--- src/rtl/core/pwm_pulse_pattern_player_defines.svh ---
// Assertion macros shared by the pulse pattern player RTL.
// Each macro expects i_clk and i_rst_n in the scope where it is used.
`ifndef PWM_PULSE_PATTERN_PLAYER_DEFINES_SVH
`define PWM_PULSE_PATTERN_PLAYER_DEFINES_SVH

// Same-cycle implication, checked out of reset
`define PPP_ASSERT_NOW(lbl, ante, cons, msg) \
    lbl: assert property (@(posedge i_clk) disable iff (!i_rst_n) (ante) |-> (cons)) \
        else $error(msg);

// Next-cycle implication, checked out of reset
`define PPP_ASSERT_NEXT(lbl, ante, cons, msg) \
    lbl: assert property (@(posedge i_clk) disable iff (!i_rst_n) (ante) |=> (cons)) \
        else $error(msg);

`endif

--- src/rtl/core/ppp_pkg.sv ---
`default_nettype none

package ppp_pkg;

    // Pattern table slots and the length cap
    localparam int ENTRY_SLOTS   = 4;
    localparam int PATTERN_DEPTH = 4;
    localparam int LEN_CAP       = (PATTERN_DEPTH < ENTRY_SLOTS) ? PATTERN_DEPTH : ENTRY_SLOTS;

    // Default tick count of one on/pause unit
    localparam int UNIT_TICKS_DEF = 100;

    // Configuration port geometry
    localparam int CFG_IDX_W  = 3;
    localparam int CFG_DATA_W = 24;

    // Element timing widths
    localparam int ELAPSED_W = 16;
    localparam int CYC_W     = 9;

    // Configuration register indexes
    typedef enum logic [CFG_IDX_W-1:0] {
        REG_PATTERN_LENGTH = 3'd0,
        REG_REPEAT_COUNT   = 3'd1,
        REG_ENTRY_0        = 3'd2,
        REG_ENTRY_1        = 3'd3,
        REG_ENTRY_2        = 3'd4,
        REG_ENTRY_3        = 3'd5
    } t_reg_idx;

    // Command codes
    typedef enum logic [1:0] {
        CMD_TICK  = 2'd0,
        CMD_START = 2'd1,
        CMD_ON    = 2'd2,
        CMD_OFF   = 2'd3
    } t_cmd;

    typedef struct packed {
        t_cmd       cmd;
        logic [7:0] level;
    } t_in_item;

    typedef struct packed {
        logic [7:0] drive_level;
        logic       busy_res;
    } t_out_item;

    // Pattern settings seen by the player core
    typedef struct packed {
        logic [2:0]                  plen;
        logic [7:0]                  repeat_count;
        logic [ENTRY_SLOTS-1:0][7:0] level;
    } t_pat_cfg;

endpackage

`default_nettype wire

--- src/rtl/core/pwm_pulse_pattern_player.sv ---
// Pulse pattern player: one result per item; input register, then result register.
// 1 item per cycle unless output stalls; player state updates in one pass through the core.
// Element bounds (units times ticks) are computed on the configuration write.
// Synchronous active-low reset: idle, steady off, drive 0, length 1, repeat 1, table 0.
`default_nettype none
`include "pwm_pulse_pattern_player_defines.svh"

module pwm_pulse_pattern_player
    import ppp_pkg::*;
#(
    parameter int UNIT_TICKS = UNIT_TICKS_DEF
) (
    input  wire logic                  i_clk,
    input  wire logic                  i_rst_n,
    input  wire logic                  i_in_valid,
    output logic                       o_in_ready,
    input  wire t_in_item              i_in_item,
    output logic                       o_out_valid,
    input  wire logic                  i_out_ready,
    output t_out_item                  o_out_item,
    input  wire logic                  i_cfg_we,
    input  wire logic [CFG_IDX_W-1:0]  i_cfg_index,
    input  wire logic [CFG_DATA_W-1:0] i_cfg_wdata
);

    // Widest element bound: (255 + 255) units
    localparam int BND_W = $clog2(2 * 255 * UNIT_TICKS + 1);

    logic             r_in_valid;
    t_in_item         r_in_item;
    logic             r_out_valid;
    t_out_item        r_out_item;
    logic             w_step;
    t_out_item        w_result;
    t_pat_cfg         w_cfg;
    logic [BND_W-1:0] w_on_bound   [ENTRY_SLOTS];
    logic [BND_W-1:0] w_full_bound [ENTRY_SLOTS];

    // Item moves from the input register to the result register
    assign w_step     = r_in_valid && (!r_out_valid || i_out_ready);
    assign o_in_ready = !r_in_valid || w_step;

    // Input register
    always_ff @(posedge i_clk) begin
        if (!i_rst_n) begin
            r_in_valid <= 1'b0;
        end else if (o_in_ready) begin
            r_in_valid <= i_in_valid;
        end
    end

    always_ff @(posedge i_clk) begin
        if (o_in_ready && i_in_valid) begin
            r_in_item <= i_in_item;
        end
    end

    // Result register
    always_ff @(posedge i_clk) begin
        if (!i_rst_n) begin
            r_out_valid <= 1'b0;
        end else if (w_step) begin
            r_out_valid <= 1'b1;
        end else if (i_out_ready) begin
            r_out_valid <= 1'b0;
        end
    end

    always_ff @(posedge i_clk) begin
        if (w_step) begin
            r_out_item <= w_result;
        end
    end

    assign o_out_valid = r_out_valid;
    assign o_out_item  = r_out_item;

    ppp_cfg_regs #(
        .UNIT_TICKS (UNIT_TICKS),
        .BND_W      (BND_W)
    ) u_cfg_regs (
        .i_clk        (i_clk),
        .i_rst_n      (i_rst_n),
        .i_cfg_we     (i_cfg_we),
        .i_cfg_index  (i_cfg_index),
        .i_cfg_wdata  (i_cfg_wdata),
        .o_cfg        (w_cfg),
        .o_on_bound   (w_on_bound),
        .o_full_bound (w_full_bound)
    );

    ppp_play_core #(
        .BND_W (BND_W)
    ) u_play_core (
        .i_clk        (i_clk),
        .i_rst_n      (i_rst_n),
        .i_step       (w_step),
        .i_item       (r_in_item),
        .i_cfg        (w_cfg),
        .i_on_bound   (w_on_bound),
        .i_full_bound (w_full_bound),
        .o_result     (w_result)
    );

    `PPP_ASSERT_NEXT(a_stall_keeps_item, r_in_valid && r_out_valid && !i_out_ready, r_in_valid, "held item dropped during output stall")
    `PPP_ASSERT_NEXT(a_step_gives_result, w_step, r_out_valid, "processed item produced no result")

endmodule

`default_nettype wire

--- src/rtl/core/ppp_cfg_regs.sv ---
`default_nettype none

module ppp_cfg_regs
    import ppp_pkg::*;
#(
    parameter int UNIT_TICKS = UNIT_TICKS_DEF,
    parameter int BND_W      = 19
) (
    input  wire logic                  i_clk,
    input  wire logic                  i_rst_n,
    input  wire logic                  i_cfg_we,
    input  wire logic [CFG_IDX_W-1:0]  i_cfg_index,
    input  wire logic [CFG_DATA_W-1:0] i_cfg_wdata,
    output t_pat_cfg                   o_cfg,
    output logic [BND_W-1:0]           o_on_bound   [ENTRY_SLOTS],
    output logic [BND_W-1:0]           o_full_bound [ENTRY_SLOTS]
);

    logic [2:0]       r_plen;
    logic [7:0]       r_repeat;
    logic [7:0]       r_level      [ENTRY_SLOTS];
    logic [BND_W-1:0] r_on_bound   [ENTRY_SLOTS];
    logic [BND_W-1:0] r_full_bound [ENTRY_SLOTS];

    logic             w_entry_we;
    logic [1:0]       w_slot;
    logic [BND_W-1:0] n_on_bound;
    logic [BND_W-1:0] n_full_bound;

    // Decode the entry slot of a table write
    always_comb begin
        w_entry_we = 1'b0;
        w_slot     = 2'd0;
        case (i_cfg_index)
            REG_ENTRY_0: begin w_entry_we = i_cfg_we; w_slot = 2'd0; end
            REG_ENTRY_1: begin w_entry_we = i_cfg_we; w_slot = 2'd1; end
            REG_ENTRY_2: begin w_entry_we = i_cfg_we; w_slot = 2'd2; end
            REG_ENTRY_3: begin w_entry_we = i_cfg_we; w_slot = 2'd3; end
            default: begin w_entry_we = 1'b0; w_slot = 2'd0; end
        endcase
    end

    // Tick bounds of the element being written: on-time and on-time plus pause
    assign n_on_bound   = BND_W'(i_cfg_wdata[7:0]) * BND_W'(UNIT_TICKS);
    assign n_full_bound = (BND_W'(i_cfg_wdata[7:0]) + BND_W'(i_cfg_wdata[15:8]))
                          * BND_W'(UNIT_TICKS);

    // Register file
    always_ff @(posedge i_clk) begin
        if (!i_rst_n) begin
            r_plen   <= 3'd1;
            r_repeat <= 8'd1;
            for (int k = 0; k < ENTRY_SLOTS; k++) begin
                r_level[k]      <= '0;
                r_on_bound[k]   <= '0;
                r_full_bound[k] <= '0;
            end
        end else begin
            if (i_cfg_we && (i_cfg_index == REG_PATTERN_LENGTH)) begin
                r_plen <= i_cfg_wdata[2:0];
            end
            if (i_cfg_we && (i_cfg_index == REG_REPEAT_COUNT)) begin
                r_repeat <= i_cfg_wdata[7:0];
            end
            for (int k = 0; k < ENTRY_SLOTS; k++) begin
                if (w_entry_we && (w_slot == 2'(k))) begin
                    r_level[k]      <= i_cfg_wdata[23:16];
                    r_on_bound[k]   <= n_on_bound;
                    r_full_bound[k] <= n_full_bound;
                end
            end
        end
    end

    always_comb begin
        o_cfg.plen         = r_plen;
        o_cfg.repeat_count = r_repeat;
        for (int k = 0; k < ENTRY_SLOTS; k++) begin
            o_cfg.level[k]  = r_level[k];
            o_on_bound[k]   = r_on_bound[k];
            o_full_bound[k] = r_full_bound[k];
        end
    end

endmodule

`default_nettype wire

--- src/rtl/core/ppp_play_core.sv ---
`default_nettype none
`include "pwm_pulse_pattern_player_defines.svh"

module ppp_play_core
    import ppp_pkg::*;
#(
    parameter int BND_W = 19
) (
    input  wire logic             i_clk,
    input  wire logic             i_rst_n,
    input  wire logic             i_step,
    input  wire t_in_item         i_item,
    input  wire t_pat_cfg         i_cfg,
    input  wire logic [BND_W-1:0] i_on_bound   [ENTRY_SLOTS],
    input  wire logic [BND_W-1:0] i_full_bound [ENTRY_SLOTS],
    output t_out_item             o_result
);

    localparam int CMP_W = (BND_W > ELAPSED_W) ? BND_W : ELAPSED_W;
    localparam logic [CYC_W-1:0] CYC_ONE = CYC_W'(1);

    // Player state
    logic                 r_playing, n_playing;
    logic                 r_steady_on, n_steady_on;
    logic [1:0]           r_idx, n_idx;
    logic [CYC_W-1:0]     r_cyc, n_cyc;
    logic [ELAPSED_W-1:0] r_elapsed, n_elapsed;
    logic [7:0]           r_drive, n_drive;

    // Element evaluation inputs and outputs
    logic [2:0]           w_len;
    logic [1:0]           e_idx;
    logic [CYC_W-1:0]     e_cyc;
    logic [ELAPSED_W-1:0] e_elapsed;
    logic                 w_in_range, w_is_last, w_hold, w_in_on;
    logic [BND_W-1:0]     w_total;
    logic [1:0]           a_idx;
    logic [CYC_W-1:0]     a_cyc;
    logic                 w_wrap, w_stop;
    logic [1:0]           ev_idx;
    logic [CYC_W-1:0]     ev_cyc;
    logic [ELAPSED_W-1:0] ev_elapsed;
    logic [7:0]           ev_drive;
    logic                 ev_playing;

    // Effective pattern length: zero reads as one, clamp to the table
    always_comb begin
        w_len = i_cfg.plen;
        if (w_len == 3'd0) begin
            w_len = 3'd1;
        end
        if (w_len > 3'(LEN_CAP)) begin
            w_len = 3'(LEN_CAP);
        end
    end

    // A start evaluates element 0 of cycle 1; a tick the current one
    always_comb begin
        if (i_item.cmd == CMD_START) begin
            e_idx     = 2'd0;
            e_cyc     = CYC_ONE;
            e_elapsed = '0;
        end else begin
            e_idx     = r_idx;
            e_cyc     = r_cyc;
            e_elapsed = (r_elapsed == '1) ? r_elapsed : r_elapsed + ELAPSED_W'(1);
        end
    end

    // Evaluate the element: stay in it, or move on to the next one
    always_comb begin
        w_in_range = {1'b0, e_idx} < w_len;
        w_is_last  = (e_cyc == {1'b0, i_cfg.repeat_count}) &&
                     (({1'b0, e_idx} + 3'd1) == w_len);
        // last element of the final cycle drops its pause
        w_total    = w_is_last ? i_on_bound[e_idx] : i_full_bound[e_idx];
        w_hold     = w_in_range && (CMP_W'(e_elapsed) < CMP_W'(w_total));
        w_in_on    = CMP_W'(e_elapsed) < CMP_W'(i_on_bound[e_idx]);

        a_idx  = e_idx + 2'd1;
        w_wrap = ({1'b0, a_idx} >= w_len) || (a_idx == 2'd0);
        a_cyc  = e_cyc + CYC_ONE;
        w_stop = w_wrap && ((a_cyc > {1'b0, i_cfg.repeat_count}) || (a_cyc == '0));

        if (w_hold) begin
            ev_idx     = e_idx;
            ev_cyc     = e_cyc;
            ev_elapsed = e_elapsed;
            ev_drive   = w_in_on ? i_cfg.level[e_idx] : 8'd0;
            ev_playing = 1'b1;
        end else begin
            ev_idx     = w_wrap ? 2'd0 : a_idx;
            ev_cyc     = w_wrap ? (w_stop ? CYC_ONE : a_cyc) : e_cyc;
            ev_elapsed = '0;
            ev_drive   = 8'd0;
            ev_playing = !w_stop;
        end
    end

    // Command handling
    always_comb begin
        n_playing   = r_playing;
        n_steady_on = r_steady_on;
        n_idx       = r_idx;
        n_cyc       = r_cyc;
        n_elapsed   = r_elapsed;
        n_drive     = r_drive;
        case (i_item.cmd)
            CMD_TICK: begin
                if (r_playing) begin
                    n_playing   = ev_playing;
                    n_steady_on = 1'b0;
                    n_idx       = ev_idx;
                    n_cyc       = ev_cyc;
                    n_elapsed   = ev_elapsed;
                    n_drive     = ev_drive;
                end
            end
            CMD_START: begin
                // start while playing or with no repeats is ignored
                if (!r_playing && (i_cfg.repeat_count != 8'd0)) begin
                    n_playing   = ev_playing;
                    n_steady_on = 1'b0;
                    n_idx       = ev_idx;
                    n_cyc       = ev_cyc;
                    n_elapsed   = ev_elapsed;
                    n_drive     = ev_drive;
                end
            end
            CMD_ON: begin
                n_drive     = i_item.level;
                n_steady_on = 1'b1;
            end
            default: begin
                n_drive     = 8'd0;
                n_steady_on = 1'b0;
            end
        endcase
    end

    always_ff @(posedge i_clk) begin
        if (!i_rst_n) begin
            r_playing   <= 1'b0;
            r_steady_on <= 1'b0;
            r_idx       <= 2'd0;
            r_cyc       <= CYC_ONE;
            r_elapsed   <= '0;
            r_drive     <= 8'd0;
        end else if (i_step) begin
            r_playing   <= n_playing;
            r_steady_on <= n_steady_on;
            r_idx       <= n_idx;
            r_cyc       <= n_cyc;
            r_elapsed   <= n_elapsed;
            r_drive     <= n_drive;
        end
    end

    // Result of the item in flight
    assign o_result.drive_level = n_drive;
    assign o_result.busy_res    = n_steady_on || n_playing;

    `PPP_ASSERT_NOW(a_idle_state_clean, !r_playing, (r_idx == 2'd0) && (r_elapsed == '0) && (r_cyc == CYC_ONE), "idle player holds stale element state")
    `PPP_ASSERT_NOW(a_cycle_nonzero, 1'b1, r_cyc != '0, "cycle number reached zero")

endmodule

`default_nettype wire
--- config.mk ---
export PLATFORM = sky130hd
export DESIGN_NAME = pwm_pulse_pattern_player
export DESIGN_NICKNAME = d
export VERILOG_FILES = /design/src/rtl/core/ppp_pkg.sv /design/src/rtl/core/pwm_pulse_pattern_player.sv /design/src/rtl/core/ppp_cfg_regs.sv /design/src/rtl/core/ppp_play_core.sv
export VERILOG_INCLUDE_DIRS = /design/src /design/src/rtl/core
export SDC_FILE = /design/constraint.sdc
export NUM_CORES = 1
export LEC_CHECK = 0
export ABC_AREA = 1
export BUFFER_PORTS_ARGS = -buffer_cell sky130_fd_sc_hd__buf_2
export CAP_MARGIN = 20
export CORE_ASPECT_RATIO = 1.5
export CORE_MARGIN = 10
export CORE_UTILIZATION = 55
export DETAILED_ROUTE_END_ITERATION = 6
export HOLD_SLACK_MARGIN = 0.1
export PLACE_DENSITY = 0.72
export SLEW_MARGIN = 20
export SYNTH_ARGS = -nofsm -noshare
export SYNTH_HDL_FRONTEND = slang
export SYNTH_HIERARCHICAL = 1
export SYNTH_SLANG_ARGS = --single-unit
export TNS_END_PERCENT = 10
--- constraint.sdc ---
create_clock -name i_clk -period 9.6 [get_ports i_clk]
set_input_delay 1.92 -clock i_clk [delete_from_list [all_inputs] [get_ports i_clk]]
set_output_delay 1.92 -clock i_clk [all_outputs]
set_load 0.1 [all_outputs]
==> impl_metrics.prom <==
# TYPE chip_impl_metric gauge
chip_impl_metric{name="synth-seq-area-share",unit="%"} 43.8
chip_impl_metric{name="fp.dieArea",unit="mm^2"} 0.0307
chip_impl_metric{name="die_width",unit="um"} 146
chip_impl_metric{name="groute.layer.met1.usage",unit="%"} 22.6
chip_impl_metric{name="drcViolationCount",unit=""} 0
chip_impl_metric{name="avgRoutedWirePerCell",unit="um"} 16.7
chip_impl_info{name="global_route.peak_usage_layer",value="met2"} 1
chip_impl_metric{name="clk_pin_slew",unit="ns"} 0.07
chip_impl_metric{name="placed_cells",unit=""} 1905
chip_impl_metric{name="gp_congestion",unit=""} 0.897
chip_impl_metric{name="grt_pass1_vias",unit=""} 10655
chip_impl_metric{name="timing.fmax",unit="MHz"} 178
chip_impl_metric{name="final_period_minus_worst_setup_slack",unit="ns"} 5.62
chip_impl_metric{name="ios",unit=""} 53
chip_impl_metric{name="initialDrtViolationCount",unit=""} 768
chip_impl_metric{name="use_met3",unit="%"} 2.15
chip_impl_metric{name="worst-endpoint-arrival",unit="ns"} 6.05
chip_impl_metric{name="synthCells",unit=""} 1580
chip_impl_metric{name="placed_area",unit="mm^2"} 0.0136
chip_impl_metric{name="power_report.internal_total",unit="uW"} 1670
chip_impl_metric{name="ant_nets",unit=""} 0
chip_impl_metric{name="setup_viol_count_final",unit=""} 0
chip_impl_metric{name="timing.clock.skew",unit="ns"} 0.0241
chip_impl_metric{name="holdPathStages",unit=""} 2
chip_impl_metric{name="syn2layout_area_growth",unit="%"} 7.70
chip_impl_metric{name="cts_max_path_buffers",unit=""} 3
chip_impl_metric{name="ir_drop",unit="V"} 0.000176
chip_impl_info{name="worst-setup-path-type",value="reg -> reg"} 1
chip_impl_info{name="holdCritPathClass",value="reg -> reg"} 1
chip_impl_metric{name="hpwlAfterDp",unit="mm"} 22.2
chip_impl_metric{name="post_layout_inst_area",unit="mm^2"} 0.0142
chip_impl_metric{name="timing.max_cap.violations",unit=""} 0
chip_impl_metric{name="share_clk_of_total_power",unit="%"} 30.2
chip_impl_metric{name="synthesis.area",unit="mm^2"} 0.0132
chip_impl_metric{name="clock_insertion_delay_worst_skew",unit="ns"} 0.51
chip_impl_metric{name="power_switching_share",unit="%"} 33.2
chip_impl_metric{name="tritoncts_buffer_count",unit=""} 21
chip_impl_metric{name="required",unit="ns"} 10.03
chip_impl_info{name="endpoint_kind",value="register"} 1
chip_impl_metric{name="worstPathMaxFanout",unit=""} 36
chip_impl_metric{name="initial_core_util",unit="%"} 55.7
chip_impl_metric{name="hold_buffers",unit=""} 0
chip_impl_metric{name="grt.met2_usage",unit="%"} 39.7
chip_impl_metric{name="leakage",unit="uW"} 0.00639
chip_impl_metric{name="grt_antenna_before_repair",unit=""} 0
chip_impl_metric{name="synth-warning-count",unit=""} 6
chip_impl_metric{name="ctsHtreeMaxLevel",unit=""} 1
chip_impl_metric{name="setup-tns-final",unit="ns"} 0
chip_impl_info{name="rsz0062_at_grt",value="false"} 1
chip_impl_info{name="yosys_most_used_dff",value="sky130_fd_sc_hd__edfxtp_1"} 1
chip_impl_metric{name="core_area",unit="mm^2"} 0.0237
chip_impl_metric{name="global_route.usage.total",unit="%"} 20.7
chip_impl_metric{name="antenna-diode-count",unit=""} 0
chip_impl_metric{name="pwr-share-comb",unit="%"} 27.8
chip_impl_metric{name="routed-via-count",unit=""} 10776
chip_impl_metric{name="vias_per_cell",unit=""} 5.54
chip_impl_metric{name="final-hold-violation-count",unit=""} 0
chip_impl_info{name="setup.worst_path.start_class",value="register"} 1
chip_impl_metric{name="worst_r2r_path_depth",unit=""} 27
chip_impl_metric{name="max-slew-margin-rel",unit="%"} 43.1
chip_impl_metric{name="numPortBuffers",unit=""} 52
chip_impl_metric{name="sequentialPowerShare",unit="%"} 42.1
chip_impl_metric{name="final_cell_count_no_fill",unit=""} 1944
chip_impl_metric{name="avgSynthCellArea",unit="um^2"} 8.35
chip_impl_metric{name="worst_pin_slew",unit="ns"} 0.854
chip_impl_metric{name="die_h",unit="um"} 210
chip_impl_info{name="clk_root_buffer_cell",value="sky130_fd_sc_hd__clkbuf_16"} 1
chip_impl_metric{name="post_route_cells_drive_above_1_share",unit="%"} 7.69
chip_impl_metric{name="net-switching-power",unit="uW"} 830
chip_impl_metric{name="timing.final.crit_share",unit="%"} 58.5
chip_impl_info{name="final_cell_mix",value="sky130_fd_sc_hd__nand2_1, sky130_fd_sc_hd__nor2_1, sky130_fd_sc_hd__inv_1"} 1
chip_impl_metric{name="power_per_cell_area",unit="mW/mm^2"} 176
chip_impl_metric{name="clkSinkCount",unit=""} 209
chip_impl_metric{name="post_synth_num_cell_types",unit=""} 49
chip_impl_metric{name="finalNetCount",unit=""} 1774
chip_impl_info{name="layout_commonest_cell",value="sky130_fd_sc_hd__nand2_1"} 1
chip_impl_metric{name="grt_pass1_wl",unit="mm"} 52.5
chip_impl_metric{name="timing.final.max_slew_violations",unit=""} 0
chip_impl_metric{name="router_iterations_before_antenna_repair",unit=""} 6
chip_impl_metric{name="yosys_register_bits",unit=""} 209
chip_impl_metric{name="core.rowCount",unit=""} 69
chip_impl_info{name="status",value="finished, final reports clean"} 1
chip_impl_metric{name="wl",unit="mm"} 32.5
chip_impl_metric{name="grt_overflow_total",unit=""} 0
chip_impl_metric{name="number_of_flops_mapped_to_enable_cells_by_yosys",unit=""} 159
chip_impl_metric{name="post-cts-setup-buffer-count",unit=""} 0
chip_impl_metric{name="finalPower",unit="uW"} 2500
chip_impl_info{name="clock_tree_from_tritoncts",value="done"} 1
chip_impl_metric{name="ctsResizeCount",unit=""} 0
chip_impl_metric{name="ys_async_sr_fraction",unit="%"} 0
chip_impl_metric{name="largest_net_degree_at_the_start_of_global_routing",unit=""} 82
[worst max-delay path, cell delays in order (launching register included)]
cell                       delay (ns)
sky130_fd_sc_hd__edfxtp_1        0.40
sky130_fd_sc_hd__inv_2           0.10
sky130_fd_sc_hd__nand2_4         0.19
sky130_fd_sc_hd__nand2_1         0.12
sky130_fd_sc_hd__buf_4           0.40
sky130_fd_sc_hd__inv_2           0.08
sky130_fd_sc_hd__ha_1            0.31
sky130_fd_sc_hd__ha_1            0.30
sky130_fd_sc_hd__nand2_1         0.08
sky130_fd_sc_hd__nor2_1          0.09
sky130_fd_sc_hd__nand2_1         0.05
sky130_fd_sc_hd__nor2_1          0.11
sky130_fd_sc_hd__nand4_1         0.08
sky130_fd_sc_hd__or4_1           0.91
sky130_fd_sc_hd__o221ai_1        0.23
sky130_fd_sc_hd__o21ai_0         0.13
sky130_fd_sc_hd__ha_1            0.32
sky130_fd_sc_hd__a21oi_1         0.12
sky130_fd_sc_hd__nand3b_1        0.11
sky130_fd_sc_hd__a21oi_1         0.07
sky130_fd_sc_hd__nor3_1          0.14
sky130_fd_sc_hd__o21ai_0         0.10
sky130_fd_sc_hd__a21oi_1         0.12
sky130_fd_sc_hd__buf_4           0.26
sky130_fd_sc_hd__nand2_4         0.17
sky130_fd_sc_hd__nor2_8          0.25
sky130_fd_sc_hd__nand2_1         0.09
sky130_fd_sc_hd__a21oi_1         0.12
[final cells by class]
| type | instances | area (um^2) |
|---|---|---|
| clock buffer | 26 | 544 |
| clock inverter | 12 | 70.1 |
| fill | 2174 | 9450 |
| inverter | 190 | 713 |
| multi-input combinational | 1123 | 6320 |
| sequential | 209 | 5780 |
| tap | 319 | 399 |
| timing repair buffer | 65 | 378 |
[Yosys cell counts (all sizes together) (16+ instances only)]
cell type / instances / share of area (%)
nand4: 22 / 1.4
nor2: 275 / 8.1
o221ai: 16 / 1.1
a22oi: 23 / 1.3
a21oi: 76 / 2.9
ha: 114 / 11
inv: 188 / 5.4
buf: 44 / 2.5
o21ai: 91 / 3.5
nand2: 323 / 9.5
clkbuf: 33 / 0.94
edfxtp: 159 / 36
nand3: 68 / 2.6
dfxtp: 50 / 7.6
[per-layer routing]
layer | wire length (um) | vias to the layer above
met5 | 0 | -
met4 | 923 | 0
met3 | 1400 | 48
met1 | 12800 | 5136
li1 | - | 5319
met2 | 17300 | 273
[power groups by stage]
stage / combinational [uW] / sequential (uW) / clock (uW)
after floorplan: 505 / 1090 / 0
after global placement: 678 / 1070 / 0
after detailed placement: 688 / 1070 / 0
after CTS: 693 / 1050 / 764
after global routing: 790 / 1060 / 798
final: 694 / 1050 / 754
[worst paths after layout]
path,start,endpoint,slack (ns)
setup reg to reg,r_in_item[9]$_DFFE_PP_,u_play_core/r_elapsed[14]$_SDFFE_PN0P_,3.98
hold / removal,u_play_core/r_cyc[8]$_SDFFE_PN0P_,u_play_core/r_cyc[8]$_SDFFE_PN0P_,0.46
hold reg to reg,u_play_core/r_cyc[8]$_SDFFE_PN0P_,u_play_core/r_cyc[8]$_SDFFE_PN0P_,0.46
setup / recovery,r_in_item[9]$_DFFE_PP_,u_play_core/r_elapsed[14]$_SDFFE_PN0P_,3.98
[sequential cells by signal, indices dropped and copies added (netlist names)]
signal                   cells
u_play_core/r_drive          8
u_cfg_regs/r_level          32
u_cfg_regs/r_on_bound       52
u_play_core/r_elapsed       16
u_play_core/r_steady_on      1
u_play_core/r_idx            2
r_in_valid                   1
r_in_item                   10
u_cfg_regs/r_full_bound     56
o_out_valid                  1
u_play_core/r_playing        1
o_out_item                   9
u_cfg_regs/r_repeat          8
u_cfg_regs/r_plen            3
u_play_core/r_cyc            9
[cell families after synthesis]
kind of cell / synth area share (%)
AO/OA/AOI/OAI: 11.2
XOR/XNOR: 1.26
adder cells (fa/ha/maj): 12.0
buffers and inverters: 8.82
flip-flops: 43.8
other: 0.0284
AND/OR/NAND/NOR: 22.9
[through the flow]
step,setup WS (ns),util (%),hold WS (ns)
6_report,3.98,60.0,0.458
5_1_grt,3.48,60.0,0.477
4_1_cts,4.01,59.9,0.465
3_5_place_dp,3.61,57.3,0.453
3_3_place_gp,3.64,57.3,0.459
2_1_floorplan,4.05,-,0.432
(Power assumes the default switching activity.)
